File: src/hdl/itpe_pkg.sv
// shared constants, types and byte helpers for the interval timer port block
`default_nettype none
package itpe_pkg;

    localparam int unsigned REQ_W  = 2;
    localparam int unsigned PORT_W = 16;
    localparam int unsigned BYTE_W = 8;
    localparam int unsigned CNT_W  = 16;
    localparam int unsigned MODE_W = 6;

    typedef enum logic [REQ_W-1:0] {
        REQ_READ  = 2'd0,
        REQ_WRITE = 2'd1,
        REQ_TICK  = 2'd2,
        REQ_NONE  = 2'd3
    } t_req;

    // access field, mode bits 5..4
    typedef enum logic [1:0] {
        ACC_LATCH = 2'd0,
        ACC_LOW   = 2'd1,
        ACC_HIGH  = 2'd2,
        ACC_ALT   = 2'd3
    } t_acc;

    // control byte selector, bits 7..6
    typedef enum logic [1:0] {
        SEL_CNT0 = 2'd0,
        SEL_CNT1 = 2'd1,
        SEL_CNT2 = 2'd2,
        SEL_RB   = 2'd3
    } t_sel;

    localparam logic [PORT_W-1:0] PORT_CNT0 = 16'h0040;
    localparam logic [PORT_W-1:0] PORT_CNT2 = 16'h0042;
    localparam logic [PORT_W-1:0] PORT_CTRL = 16'h0043;
    localparam logic [PORT_W-1:0] PORT_B    = 16'h0061;
    localparam logic [BYTE_W-1:0] MODE_MASK = 8'h3f;
    localparam logic [CNT_W-1:0]  HIGH_MASK = 16'hff00;

    function automatic t_acc acc_of(input logic [MODE_W-1:0] mode);
        return t_acc'(mode[5:4]);
    endfunction

    function automatic logic [CNT_W-1:0] load_byte(
        input logic [CNT_W-1:0]  reload,
        input logic [MODE_W-1:0] mode,
        input logic              toggle,
        input logic [BYTE_W-1:0] din
    );
        logic [CNT_W-1:0] lo;
        logic [CNT_W-1:0] hi;
        lo = (reload & HIGH_MASK) | {8'h00, din};
        hi = (reload & ~HIGH_MASK) | {din, 8'h00};
        case (acc_of(mode))
            ACC_LOW:  return lo;
            ACC_HIGH: return hi;
            ACC_ALT:  return toggle ? hi : lo;
            default:  return reload;
        endcase
    endfunction

    function automatic logic [BYTE_W-1:0] read_byte(
        input logic [CNT_W-1:0]  value,
        input logic [MODE_W-1:0] mode,
        input logic              toggle
    );
        case (acc_of(mode))
            ACC_LOW:  return value[7:0];
            ACC_HIGH: return value[15:8];
            ACC_ALT:  return toggle ? value[15:8] : value[7:0];
            default:  return '0;
        endcase
    endfunction

endpackage
`default_nettype wire

File: src/hdl/itpe_ifs.sv
// valid/ready channel interfaces for bus access items and read results
`default_nettype none
interface itpe_in_if;
    logic                          valid;
    logic                          ready;
    logic [itpe_pkg::REQ_W-1:0]    req_type;
    logic [itpe_pkg::PORT_W-1:0]   port;
    logic [itpe_pkg::BYTE_W-1:0]   data;
    logic                          byte_sized;

    modport source (output valid, req_type, port, data, byte_sized, input ready);
    modport sink   (input valid, req_type, port, data, byte_sized, output ready);
endinterface

interface itpe_out_if;
    logic                          valid;
    logic                          ready;
    logic [itpe_pkg::BYTE_W-1:0]   read_data;

    modport source (output valid, read_data, input ready);
    modport sink   (input valid, read_data, output ready);
endinterface
`default_nettype wire

File: src/hdl/interval_timer_port_emulation.sv
// top level: interval timer with counter 0, counter 2, control port and port b
//
//   channel  dir  signals                                  role
//   i_in     in   req_type, port, data, byte_sized         bus access or tick
//   o_out    out  read_data                                one byte per item
//
// one item per cycle sustained while o_out does not stall; each item passes through the
// input register and then the result register, updated by the single state update stage
// reset (i_rst_n low, synchronous) clears all timer state and both stages
// input stays ready while a result waits, as long as the input register can move
// a stall on o_out holds the result and backs up into the input register
`default_nettype none
module interval_timer_port_emulation (
    input  wire logic  i_clk,
    input  wire logic  i_rst_n,
    itpe_in_if.sink    i_in,
    itpe_out_if.source o_out
);

    // input register
    logic                               r_s1_valid;
    itpe_pkg::t_req                     r_s1_req;
    logic [itpe_pkg::PORT_W-1:0]        r_s1_port;
    logic [itpe_pkg::BYTE_W-1:0]        r_s1_data;
    logic                               r_s1_bytes;

    // result register
    logic                               r_out_valid;
    logic [itpe_pkg::BYTE_W-1:0]        r_out_data;

    // timer state
    logic [itpe_pkg::CNT_W-1:0]  r_now,     n_now;
    logic [itpe_pkg::BYTE_W-1:0] r_ctrl,    n_ctrl;
    logic [itpe_pkg::MODE_W-1:0] r_mode0,   n_mode0;
    logic [itpe_pkg::MODE_W-1:0] r_mode2,   n_mode2;
    logic                        r_tog0,    n_tog0;
    logic                        r_tog2,    n_tog2;
    logic [itpe_pkg::CNT_W-1:0]  r_reload0, n_reload0;
    logic [itpe_pkg::CNT_W-1:0]  r_reload2, n_reload2;
    logic [itpe_pkg::CNT_W-1:0]  r_start0,  n_start0;
    logic [itpe_pkg::CNT_W-1:0]  r_start2,  n_start2;
    logic [itpe_pkg::CNT_W-1:0]  r_stop2,   n_stop2;
    logic                        r_gate2,   n_gate2;

    logic                        s1_adv;
    logic [itpe_pkg::BYTE_W-1:0] rd;
    logic [itpe_pkg::CNT_W-1:0]  val0;
    logic [itpe_pkg::CNT_W-1:0]  val2;
    logic [itpe_pkg::CNT_W-1:0]  t2;
    logic                        alt0;
    logic                        alt2;
    itpe_pkg::t_sel              sel;

    assign s1_adv     = r_s1_valid && (!r_out_valid || o_out.ready);
    assign i_in.ready = !r_s1_valid || s1_adv;
    assign o_out.valid     = r_out_valid;
    assign o_out.read_data = r_out_data;

    // counters count up from the reload value
    assign t2   = r_gate2 ? r_now : r_stop2;
    assign val0 = r_reload0 + (r_now - r_start0);
    assign val2 = r_reload2 + (t2 - r_start2);
    assign alt0 = itpe_pkg::acc_of(r_mode0) == itpe_pkg::ACC_ALT;
    assign alt2 = itpe_pkg::acc_of(r_mode2) == itpe_pkg::ACC_ALT;
    assign sel  = itpe_pkg::t_sel'(r_s1_data[7:6]);

    always_comb begin
        n_now     = r_now;
        n_ctrl    = r_ctrl;
        n_mode0   = r_mode0;
        n_mode2   = r_mode2;
        n_tog0    = r_tog0;
        n_tog2    = r_tog2;
        n_reload0 = r_reload0;
        n_reload2 = r_reload2;
        n_start0  = r_start0;
        n_start2  = r_start2;
        n_stop2   = r_stop2;
        n_gate2   = r_gate2;
        rd        = '0;
        if (s1_adv) begin
            if (r_s1_req == itpe_pkg::REQ_TICK) begin
                n_now = r_now + 16'd1;
            end else if ((r_s1_req == itpe_pkg::REQ_READ || r_s1_req == itpe_pkg::REQ_WRITE)
                         && r_s1_bytes) begin
                case (r_s1_port)
                    itpe_pkg::PORT_CNT0: begin
                        n_tog0 = r_tog0 ^ alt0;
                        if (r_s1_req == itpe_pkg::REQ_WRITE) begin
                            n_reload0 = itpe_pkg::load_byte(r_reload0, r_mode0, r_tog0,
                                                            r_s1_data);
                            n_start0  = r_now;
                        end else begin
                            rd = itpe_pkg::read_byte(val0, r_mode0, r_tog0);
                        end
                    end
                    itpe_pkg::PORT_CNT2: begin
                        n_tog2 = r_tog2 ^ alt2;
                        if (r_s1_req == itpe_pkg::REQ_WRITE) begin
                            n_reload2 = itpe_pkg::load_byte(r_reload2, r_mode2, r_tog2,
                                                            r_s1_data);
                            if (r_gate2) begin
                                n_start2 = r_now;
                            end
                        end else begin
                            rd = itpe_pkg::read_byte(val2, r_mode2, r_tog2);
                        end
                    end
                    itpe_pkg::PORT_CTRL: begin
                        if (r_s1_req == itpe_pkg::REQ_WRITE) begin
                            n_ctrl = r_s1_data;
                            case (sel)
                                itpe_pkg::SEL_CNT0: begin
                                    n_mode0 = r_s1_data[itpe_pkg::MODE_W-1:0];
                                    n_tog0  = 1'b0;
                                end
                                itpe_pkg::SEL_CNT2: begin
                                    n_mode2 = r_s1_data[itpe_pkg::MODE_W-1:0];
                                    n_tog2  = 1'b0;
                                end
                                default: ;
                            endcase
                        end else begin
                            rd = r_ctrl;
                        end
                    end
                    itpe_pkg::PORT_B: begin
                        if (r_s1_req == itpe_pkg::REQ_WRITE) begin
                            // gate edges only; same level is a no-op
                            if (r_s1_data[0] && !r_gate2) begin
                                n_start2 = r_now;
                                n_gate2  = 1'b1;
                            end else if (!r_s1_data[0] && r_gate2) begin
                                n_stop2 = r_now;
                                n_gate2 = 1'b0;
                            end
                        end else begin
                            rd = {7'd0, r_gate2};
                        end
                    end
                    default: ;
                endcase
            end
        end
    end

    always_ff @(posedge i_clk) begin
        if (!i_rst_n) begin
            r_s1_valid  <= 1'b0;
            r_out_valid <= 1'b0;
            r_now       <= '0;
            r_ctrl      <= '0;
            r_mode0     <= '0;
            r_mode2     <= '0;
            r_tog0      <= 1'b0;
            r_tog2      <= 1'b0;
            r_reload0   <= '0;
            r_reload2   <= '0;
            r_start0    <= '0;
            r_start2    <= '0;
            r_stop2     <= '0;
            r_gate2     <= 1'b0;
        end else begin
            if (i_in.ready) begin
                r_s1_valid <= i_in.valid;
            end
            if (s1_adv) begin
                r_out_valid <= 1'b1;
            end else if (o_out.ready) begin
                r_out_valid <= 1'b0;
            end
            r_now     <= n_now;
            r_ctrl    <= n_ctrl;
            r_mode0   <= n_mode0;
            r_mode2   <= n_mode2;
            r_tog0    <= n_tog0;
            r_tog2    <= n_tog2;
            r_reload0 <= n_reload0;
            r_reload2 <= n_reload2;
            r_start0  <= n_start0;
            r_start2  <= n_start2;
            r_stop2   <= n_stop2;
            r_gate2   <= n_gate2;
        end
    end

    always_ff @(posedge i_clk) begin
        if (i_in.ready && i_in.valid) begin
            r_s1_req   <= itpe_pkg::t_req'(i_in.req_type);
            r_s1_port  <= i_in.port;
            r_s1_data  <= i_in.data;
            r_s1_bytes <= i_in.byte_sized;
        end
        if (s1_adv) begin
            r_out_data <= rd;
        end
    end

    a_tick_advances: assert property (@(posedge i_clk) disable iff (!i_rst_n)
        s1_adv && r_s1_req == itpe_pkg::REQ_TICK |=> r_now == $past(r_now) + 16'd1)
        else $error("tick item did not advance the tick count");

    a_nonread_zero: assert property (@(posedge i_clk) disable iff (!i_rst_n)
        s1_adv && r_s1_req != itpe_pkg::REQ_READ |=> r_out_data == '0)
        else $error("non-read item returned nonzero data");

    a_portb_bit0: assert property (@(posedge i_clk) disable iff (!i_rst_n)
        s1_adv && r_s1_port == itpe_pkg::PORT_B |=> r_out_data[7:1] == 7'd0)
        else $error("port b result has upper bits set");

    a_stall_only_full: assert property (@(posedge i_clk) disable iff (!i_rst_n)
        !i_in.ready |-> r_s1_valid && r_out_valid && !o_out.ready)
        else $error("input stalled while a stage was free");

    a_gate_off_frozen: assert property (@(posedge i_clk) disable iff (!i_rst_n)
        !r_gate2 && !$past(r_gate2) |-> $stable(r_stop2))
        else $error("stop time moved while gate stayed off");

endmodule
`default_nettype wire

File: src/flat_wrapper.sv
// flat-port wrapper written by rule: the top's interface ports become plain ports
module interval_timer_port_emulation_flat 
  (i_clk, i_rst_n, i_in_valid, i_in_req_type, i_in_port, i_in_data, i_in_byte_sized, i_in_ready, o_out_valid, o_out_read_data, o_out_ready);
  itpe_in_if i_in_i ();
  itpe_out_if o_out_i ();
  input  wire logic i_clk;
  input  wire logic i_rst_n;
  input wire logic [$bits(i_in_i.valid)-1:0] i_in_valid;
  input wire logic [$bits(i_in_i.req_type)-1:0] i_in_req_type;
  input wire logic [$bits(i_in_i.port)-1:0] i_in_port;
  input wire logic [$bits(i_in_i.data)-1:0] i_in_data;
  input wire logic [$bits(i_in_i.byte_sized)-1:0] i_in_byte_sized;
  output wire logic [$bits(i_in_i.ready)-1:0] i_in_ready;
  output wire logic [$bits(o_out_i.valid)-1:0] o_out_valid;
  output wire logic [$bits(o_out_i.read_data)-1:0] o_out_read_data;
  input wire logic [$bits(o_out_i.ready)-1:0] o_out_ready;
  assign i_in_i.valid = i_in_valid;
  assign i_in_i.req_type = i_in_req_type;
  assign i_in_i.port = i_in_port;
  assign i_in_i.data = i_in_data;
  assign i_in_i.byte_sized = i_in_byte_sized;
  assign i_in_ready = i_in_i.ready;
  assign o_out_valid = o_out_i.valid;
  assign o_out_read_data = o_out_i.read_data;
  assign o_out_i.ready = o_out_ready;
  interval_timer_port_emulation u_core (.i_clk(i_clk), .i_rst_n(i_rst_n), .i_in(i_in_i), .o_out(o_out_i));
endmodule
File: config.mk
export PLATFORM = sky130hd
export DESIGN_NAME = interval_timer_port_emulation_flat
export DESIGN_NICKNAME = d
export VERILOG_FILES = /design/src/hdl/itpe_pkg.sv /design/src/hdl/itpe_ifs.sv /design/src/hdl/interval_timer_port_emulation.sv /design/src/flat_wrapper.sv
export SDC_FILE = /design/constraint.sdc
export NUM_CORES = 1
export LEC_CHECK = 0
export ABC_AREA = 0
export BUFFER_PORTS_ARGS = -buffer_cell sky130_fd_sc_hd__buf_2
export CAP_MARGIN = 20
export CORE_ASPECT_RATIO = 1.1
export CORE_MARGIN = 8
export CORE_UTILIZATION = 45
export CTS_CLUSTER_SIZE = 12
export DETAILED_ROUTE_END_ITERATION = 16
export GPL_TIMING_DRIVEN = 0
export PLACE_DENSITY = 0.65
export SYNTH_ARGS = -nofsm -noshare
export SYNTH_HDL_FRONTEND = slang
export SYNTH_SLANG_ARGS = --single-unit
File: constraint.sdc
create_clock -name i_clk -period 6.1 [get_ports i_clk]
set_input_delay 0.61 -clock i_clk [delete_from_list [all_inputs] [get_ports i_clk]]
set_output_delay 0.61 -clock i_clk [all_outputs]
set_load 0.05 [all_outputs]
==> results of run 1 <==
## per-stage QoR
| step | hold slack, ns | utilization, % | instances | setup WS (ns) | cell area [um^2] |
|---|---|---|---|---|---|
| final | 0.351 | 51.5 | 1227 | 1.18 | 9800 |
| after global routing | 0.329 | 51.5 | 1227 | 0.844 | 9800 |
| after CTS | 0.337 | 51.4 | 1226 | 1.20 | 9770 |
| after detailed placement | 0.460 | 48.3 | 1194 | 1.23 | 9180 |
| after global placement | 0.451 | 48.3 | 1194 | 1.28 | 9180 |
| after floorplan | 0.443 | - | 908 | 2.29 | 8680 |
## power groups by stage
| stage | clock, mW | combinational, mW | sequential [mW] |
|---|---|---|---|
| 2_1_floorplan | 0 | 0.0320 | 1.06 |
| 3_3_place_gp | 0 | 0.0675 | 1.06 |
| 3_5_place_dp | 0 | 0.0675 | 1.06 |
| 4_1_cts | 1.07 | 0.0678 | 1.03 |
| 5_1_grt | 1.11 | 0.0743 | 1.03 |
| 6_report | 1.05 | 0.0696 | 1.03 |
## cells by family after synthesis
| logic type | synth area share [%] |
|---|---|
| compound gates | 9.62 |
| fa+ha+maj | 12.0 |
| xor+xnor | 3.94 |
| simple gates | 19.4 |
| mux | 9.93 |
| buf+inv | 7.01 |
| flops | 38.2 |
## final timing paths
kind	to	slack [ns]	startpoint	cells after the start
worst min register to register	u_core.r_ctrl[0]$_SDFFE_PN0P_	0.47	u_core.r_ctrl[0]$_SDFFE_PN0P_	2
worst max register to register	u_core.o_out.read_data[2]$_SDFFCE_PP0P_	1.18	u_core.r_gate2$_SDFFE_PN0P_	14
worst max-delay path	u_core.o_out.read_data[2]$_SDFFCE_PP0P_	1.18	u_core.r_gate2$_SDFFE_PN0P_	14
worst min-delay path	u_core.r_s1_data[4]$_DFFE_PP_	0.35	i_in_data[4]	1
## critical path, delay by kind of cell (launching register included)
kind	cells	cell delay, ns
AOI/OAI and AO/OA	5	1.48
muxes	2	0.46
and+or+nand+nor	2	0.28
buffers and inverters	3	1.36
DFF	1	0.33
adders and majority gates	2	0.74
## cell usage in the layout (no fill, tap or decap), types with 5 or more instances in the layout
master / instances
sky130_fd_sc_hd__xor2_1: 9
sky130_fd_sc_hd__a21oi_1: 34
sky130_fd_sc_hd__nor3_1: 14
sky130_fd_sc_hd__inv_1: 114
sky130_fd_sc_hd__nand3_1: 26
sky130_fd_sc_hd__nand4_1: 6
sky130_fd_sc_hd__xnor2_1: 30
sky130_fd_sc_hd__mux2i_1: 85
sky130_fd_sc_hd__inv_6: 5
sky130_fd_sc_hd__a31oi_1: 10
sky130_fd_sc_hd__or3_1: 9
sky130_fd_sc_hd__and2_1: 21
sky130_fd_sc_hd__nor2b_1: 87
sky130_fd_sc_hd__clkbuf_16: 17
sky130_fd_sc_hd__a21boi_0: 13
sky130_fd_sc_hd__buf_2: 42
sky130_fd_sc_hd__fa_1: 30
sky130_fd_sc_hd__clkbuf_1: 27
sky130_fd_sc_hd__edfxtp_1: 35
sky130_fd_sc_hd__o21ai_0: 30
sky130_fd_sc_hd__nand2b_1: 14
sky130_fd_sc_hd__ha_1: 35
sky130_fd_sc_hd__a21o_1: 12
sky130_fd_sc_hd__and3_1: 5
sky130_fd_sc_hd__dfxtp_1: 113
sky130_fd_sc_hd__nor2_1: 33
sky130_fd_sc_hd__nand2_1: 47
## routing by layer
layer	GRT usage, %	vias up	share of wire (%)
li1	-	3177	-
met1	23.5	3004	45
met2	29.0	160	46
met3	4.42	38	5.5
met4	8.12	2	3.3
met5	0	-	0.061
## area by class of cell
type | count | area share (%)
Clock inverter | 15 | 1.67
Buffer | 38 | 1.84
Clock buffer | 17 | 4.34
Timing Repair Buffer | 40 | 2.27
Multi-Input combinational cell | 608 | 48.6
Sequential cell | 148 | 33.8
Inverter | 114 | 4.37
Tap cell | 247 | 3.15
==> summary.md, run 1 <==
| Metric | Value |
|---|---|
| Overall fraction of global-route tracks in use | `between 10% and 20%` |
| FMAX | `0.203 GHz` |
| Crit Path Class | `flop to flop` |
| Cts bufs inserted | `17` |
| Total of hold buffers inserted after clock tree synthesis | `0` |
| VDD IR-drop max | `0.000199 V` |
| Vias post-DR | `roughly 6,400` |
| Worst Setup End Kind | `flop` |
| Global-route wire length before repair | `33.9 mm` |
| Number of enable flip-flop cells after synthesis | `35` |
| Share of synthesized flip-flops with an asynchronous set or reset | `0%` |
| Port Buffer Count | `39` |
| Final setup vio count | `0` |
| Layout cells sized above 1 | `10.0%` |
| Portion of synthesized cell area occupied by the leading cell type | `between 20% and 30%` |
| Number of global-route vias before repair | `6,318` |
| Number of antenna violations at the first check in global routing | `1` |
| Most frequent cells after synthesis | `sky130_fd_sc_hd__inv_1 (114), sky130_fd_sc_hd__dfxtp_1 (113), sky130_fd_sc_hd__nor2b_1 (87), sky130_fd_sc_hd__mux2i_1 (85), sky130_fd_sc_hd__nand2_1 (47)` |
| Layout filler cell count | `between 1,500 and 2,000` |
| Number of DRC violations after detailed routing | `0` |
| Cell types occupying the most area after synthesis | `sky130_fd_sc_hd__dfxtp_1 (26%), sky130_fd_sc_hd__edfxtp_1 (12%), sky130_fd_sc_hd__mux2i_1 (9.8%), sky130_fd_sc_hd__fa_1 (6.9%), sky130_fd_sc_hd__nor2b_1 (6.3%)` |
| Leading register cell type out of synthesis | `sky130_fd_sc_hd__dfxtp_1` |
| Clk sink count | `about 150` |
| Tightest Pin Transition | `0.821 ns` |
| Highest fanout seen on the critical path | `10` |
| Sequential share of power | `48.0%` |
| Number of failing hold endpoints at the final stage | `0` |
| Switch Pwr | `530 uW` |
| Clock tree from TritonCTS | `done` |
| Via-per-instance ratio | `5.20` |
| Synth warnings | `0` |
| Diodes inserted | `0` |
| Chain of cells forming the critical path | `clkbuf_1, buf_1, mux2i_1, fa_1, inv_1, ha_1, nor2b_1, o21a_1, o21ai_0, a21oi_1, a31oi_1, mux2i_1, a221oi_1, nor2_1` |
| Worst slew slack as a fraction of its limit | `44.7%` |
| Period utilisation layout | `80.6%` |
| Gate Count Post-Synth | `908` |
| Total power per unit cell area | `220 nW/um^2` |
| Data arrival time of the worst path | `between 5 and 6 ns` |
| Synthesized area divided by synthesized cell count | `9.56 um^2` |
| Maximum buffer depth of the clock tree | `2` |
| Wire length reported by the detailed router | `21.2 mm` |
| Yosys cell types | `63` |
| Cell repeated most along the worst path | `sky130_fd_sc_hd__mux2i_1` |
| Launching element type of the critical path | `flop` |
| Site row count | `53` |
| Overall power consumption | `~2.2 mW` |
| Sequential Area | `3310 um^2` |
| Grt ovf | `0` |
| Count of state elements after synthesis | `148` |
| Worst Skew | `0.00838 ns` |
| Total number of nets in the final design | `1,063` |
| Unrepaired setup endpoints after global routing | `no` |
| Maximum level of the CTS H-tree | `4` |
| Chip Height | `162 um` |
| Class of the worst hold path | `input pin to flop` |
| First DRT Iteration DRCs | `just over 400` |
| Critical path's slowest cell | `sky130_fd_sc_hd__buf_1` |
| Layout-stage area growth over the synthesis result | `12.9%` |
| Largest area contributor in the netlist | `sky130_fd_sc_hd__dfxtp_1` |
| Stage delay of the slowest cell on the critical path | `0.67 ns` |
| GPL Wtd Cong | `0.870` |
| Period minus WS final | `4.92 ns` |
| Gates resized, CTS repair | `0` |
| Number of post-CTS setup repair buffers | `0` |
| Boundary pin count | `~40` |
| Die span in x | `~150 um` |
| Routed len/inst | `between 15 and 20 um` |
| Switching Share | `24.6%` |
| Clock latency at the later pin of the worst-skew pair | `0.43 ns` |
| Pin count of the biggest net entering global routing | `28` |
| Core Box Area | `19,000 um^2` |
| Syn nets | `1,004` |
| Mapped Area | `8680 um^2` |
| Placed wire-length estimate | `between 15 and 20 mm` |
| Max-cap violations | `0` |
| Worst-path clk slew | `~0.07 ns` |
| Antenna Nets Post-Route | `0` |
| Worst endpoint required time | `6.26 ns` |
| Cell internal power dissipation | `1.63 mW` |
| Share of the yosys chip area belonging to registers | `38.2%` |
| Accumulated negative setup slack | `0 ns` |
| Final slew viol count | `0` |
| Initial cell density of the core | `45.6%` |
| Most common cell in the netlist | `sky130_fd_sc_hd__inv_1` |
| Outcome | `complete, no violations` |
| TritonRoute pass-1 iters | `5` |
| Die outline area | `24,000 um^2` |
| Multi-input combinational cell area | `around 4800 um^2` |
| Power share of the clock group | `48.8%` |
| Standby leakage power | `approximately 3.7 nW` |
| Portion of total power attributed to combinational logic | `3.2%` |
| Master cell of the clock root buffer | `sky130_fd_sc_hd__clkbuf_16` |
Power figures use the tool's default switching activity.
==> run 2: changes to the inputs <==
--- a/config.mk
+++ b/config.mk
@@ -14,7 +14,7 @@
 export CTS_CLUSTER_SIZE = 12
 export DETAILED_ROUTE_END_ITERATION = 16
 export GPL_TIMING_DRIVEN = 0
-export PLACE_DENSITY = 0.65
+export PLACE_DENSITY = 0.68
 export SYNTH_ARGS = -nofsm -noshare
 export SYNTH_HDL_FRONTEND = slang
 export SYNTH_SLANG_ARGS = --single-unit
==> constraint.sdc (replaced) <==
create_clock -name i_clk -period 4.1 [get_ports i_clk]
set_input_delay 0.41 -clock i_clk [delete_from_list [all_inputs] [get_ports i_clk]]
set_output_delay 0.41 -clock i_clk [all_outputs]
set_load 0.05 [all_outputs]
==> run 2 against run 1 <==
  * Count of clock-buffer cells in the layout is the same
  * Sequential power rose by 50%
  * Critical endpoint is now u_core.o_out.read_data[5]$_SDFFCE_PP0P_
  * Critical path depth decreased by 1
  * Fmax up 29%
  * Largest cell class unchanged
==> summary.md, run 2 (synthesis gave the netlist of run 1 again) <==
| Metric | Value |
|---|---|
| Number of antenna violations at the first check in global routing | `0` |
| Antenna Nets Post-Route | `0` |
| Data arrival time of the worst path | `4.08 ns` |
| VDD IR-drop max | `0.000283 V` |
| Total power per unit cell area | `333 nW/um^2` |
| Max-cap violations | `0` |
| Number of failing hold endpoints at the final stage | `0` |
| GPL Wtd Cong | `between 0.8 and 0.9` |
| Crit path max-delay family | `compound AO/OA/AOI/OAI gates` |
| Placed wire-length estimate | `16.0 mm` |
| Clk sink count | `148` |
| Master cell of the clock root buffer | `sky130_fd_sc_hd__clkbuf_16` |
| Worst endpoint required time | `4.35 ns` |
| Overall power consumption | `3.27 mW` |
| TritonRoute pass-1 iters | `7` |
| Die span in x | `148 um` |
| Unrepaired setup endpoints after global routing | `no` |
| Site row count | `53` |
| Util after Layout | `51.6%` |
| FMAX | `0.262 GHz` |
| Overall fraction of global-route tracks in use | `18.3%` |
| Total number of nets in the final design | `1,063` |
| Number of global-route vias before repair | `6,208` |
| Standby leakage power | `3.74 nW` |
| Global-route wire length before repair | `33.8 mm` |
| Maximum buffer depth of the clock tree | `2` |
| Wire length reported by the detailed router | `about 21 mm` |
| Stage delay of the slowest cell on the critical path | `between 0.5 and 0.6 ns` |
| Tightest Pin Transition | `0.914 ns` |
| Port Buffer Count | `39` |
| Worst Skew | `0.00867 ns` |
| Crit Path Class | `flop to flop` |
| Class of the worst hold path | `input pin to flop` |
| Diodes inserted | `0` |
| Worst-path clk slew | `~0.07 ns` |
| Clock tree from TritonCTS | `done` |
| Vias post-DR | `6,431` |
| Worst slew slack as a fraction of its limit | `38.4%` |
| Launching element type of the critical path | `flop` |
| Critical path's slowest cell | `sky130_fd_sc_hd__fa_1` |
| Pin count of the biggest net entering global routing | `28` |
| Boundary pin count | `41` |
| Layout filler cell count | `1,742` |
| Number of DRC violations after detailed routing | `0` |
| Highest fanout seen on the critical path | `7` |
| Most frequent cells in the layout | `sky130_fd_sc_hd__inv_1 (114), sky130_fd_sc_hd__dfxtp_1 (113), sky130_fd_sc_hd__nor2b_1 (87)` |
| Outcome | `complete, no violations` |
| Worst hold slack across all endpoints | `0.141 ns` |
| Maximum level of the CTS H-tree | `4` |
| Layout cells sized above 1 | `10.3%` |
| Die outline area | `24,000 um^2` |
| Chain of cells forming the critical path | `clkbuf_1, inv_1, fa_1, inv_1, ha_1, a21oi_1, o22ai_1, o21ai_0, o21ai_0, o41ai_1, mux2i_1, nand2_1, a41oi_1` |
| Buffers plus inverters on the worst setup path | `3` |
| Core Box Area | `19,000 um^2` |
| Leading cell type in the layout, fill and taps excluded | `sky130_fd_sc_hd__inv_1` |
| Initial cell density of the core | `45.6%` |
| Period minus WS final | `3.82 ns` |
| Via-per-instance ratio | `5.24` |
| Final setup vio count | `0` |
| Chip Height | `about 160 um` |
| Routed len/inst | `17.3 um` |
| Period utilisation layout | `93.2%` |
| Worst Setup End Kind | `flop` |
| Cts bufs inserted | `17` |
| Grt ovf | `0` |
| Final slew viol count | `0` |
| First DRT Iteration DRCs | `a little over 500` |
| Clock latency at the later pin of the worst-skew pair | `0.44 ns` |
| Layout-stage area growth over the synthesis result | `13.2%` |
==> run 2: final timing paths <==
| path | endpoint | cells past startpoint | slack (ns) | start |
|---|---|---|---|---|
| min reg2reg | u_core.r_ctrl[2]$_SDFFE_PN0P_ | 2 | 0.47 | u_core.r_ctrl[2]$_SDFFE_PN0P_ |
| max reg2reg | u_core.o_out.read_data[5]$_SDFFCE_PP0P_ | 13 | 0.28 | u_core.r_now[3]$_SDFFE_PN0P_ |
| min | u_core.r_s1_data[6]$_DFFE_PP_ | 1 | 0.14 | i_in_data[6] |
| max | u_core.o_out.read_data[5]$_SDFFCE_PP0P_ | 13 | 0.28 | u_core.r_now[3]$_SDFFE_PN0P_ |
==> run 2: what timing repair did <==
| action | CTS | global route |
|---|---|---|
| buffers inserted | 0 | 0 |
| hold buffers | 0 | 0 |
| endpoints found under the setup margin | 8 | 6 |
| hold endpoints to repair | 0 | 0 |
| resized for setup | 4 | 4 |
==> run 2: metrics by stage <==
step | setup TNS, ns | setup slack, ns | instance area [um^2] | std cells
2_1_floorplan | 0 | 0.289 | 8680 | 908
3_3_place_gp | -4.05 | -0.727 | 9180 | 1194
3_5_place_dp | -4.46 | -0.800 | 9180 | 1194
4_1_cts | 0 | 0.0841 | 9800 | 1226
5_1_grt | 0 | 0.00148 | 9820 | 1227
6_report | 0 | 0.277 | 9820 | 1227
==> run 2: cell type report <==
type                       instances  area (um^2)  share of cell area (%)
multi-input combinational        608         4760                    48.5
sequential                       148         3310                    33.7
inverter                         114          428                    4.36
clock buffer                      17          425                    4.33
tap                              247          309                    3.15
timing repair buffer              40          210                    2.14
buffer                            38          188                    1.91
clock inverter                    15          186                    1.90
==> run 2: report_power, final <==
part / internal, mW / switching, mW
clock network: 0.925 / 0.707
logic: 0.0391 / 0.0625
registers: 1.51 / 0.0245
==> run 2: layer usage <==
metal / wire length (um) / GRT usage, %
met5: 0 / 0
met4: 682 / 7.01
met3: 1190 / 4.17
met2: 9750 / 29.1
met1: 9590 / 23.7
==> run 2: worst register-to-register path, stage by stage (launching register included) <==
cell                       delay (ns)
sky130_fd_sc_hd__dfxtp_1         0.31
sky130_fd_sc_hd__clkbuf_1        0.26
sky130_fd_sc_hd__inv_1           0.21
sky130_fd_sc_hd__fa_1            0.51
sky130_fd_sc_hd__inv_1           0.04
sky130_fd_sc_hd__ha_1            0.32
sky130_fd_sc_hd__a21oi_1         0.17
sky130_fd_sc_hd__o22ai_1         0.12
sky130_fd_sc_hd__o21ai_0         0.35
sky130_fd_sc_hd__o21ai_0         0.32
sky130_fd_sc_hd__o41ai_1         0.50
sky130_fd_sc_hd__mux2i_1         0.24
sky130_fd_sc_hd__nand2_1         0.06
sky130_fd_sc_hd__a41oi_1         0.23
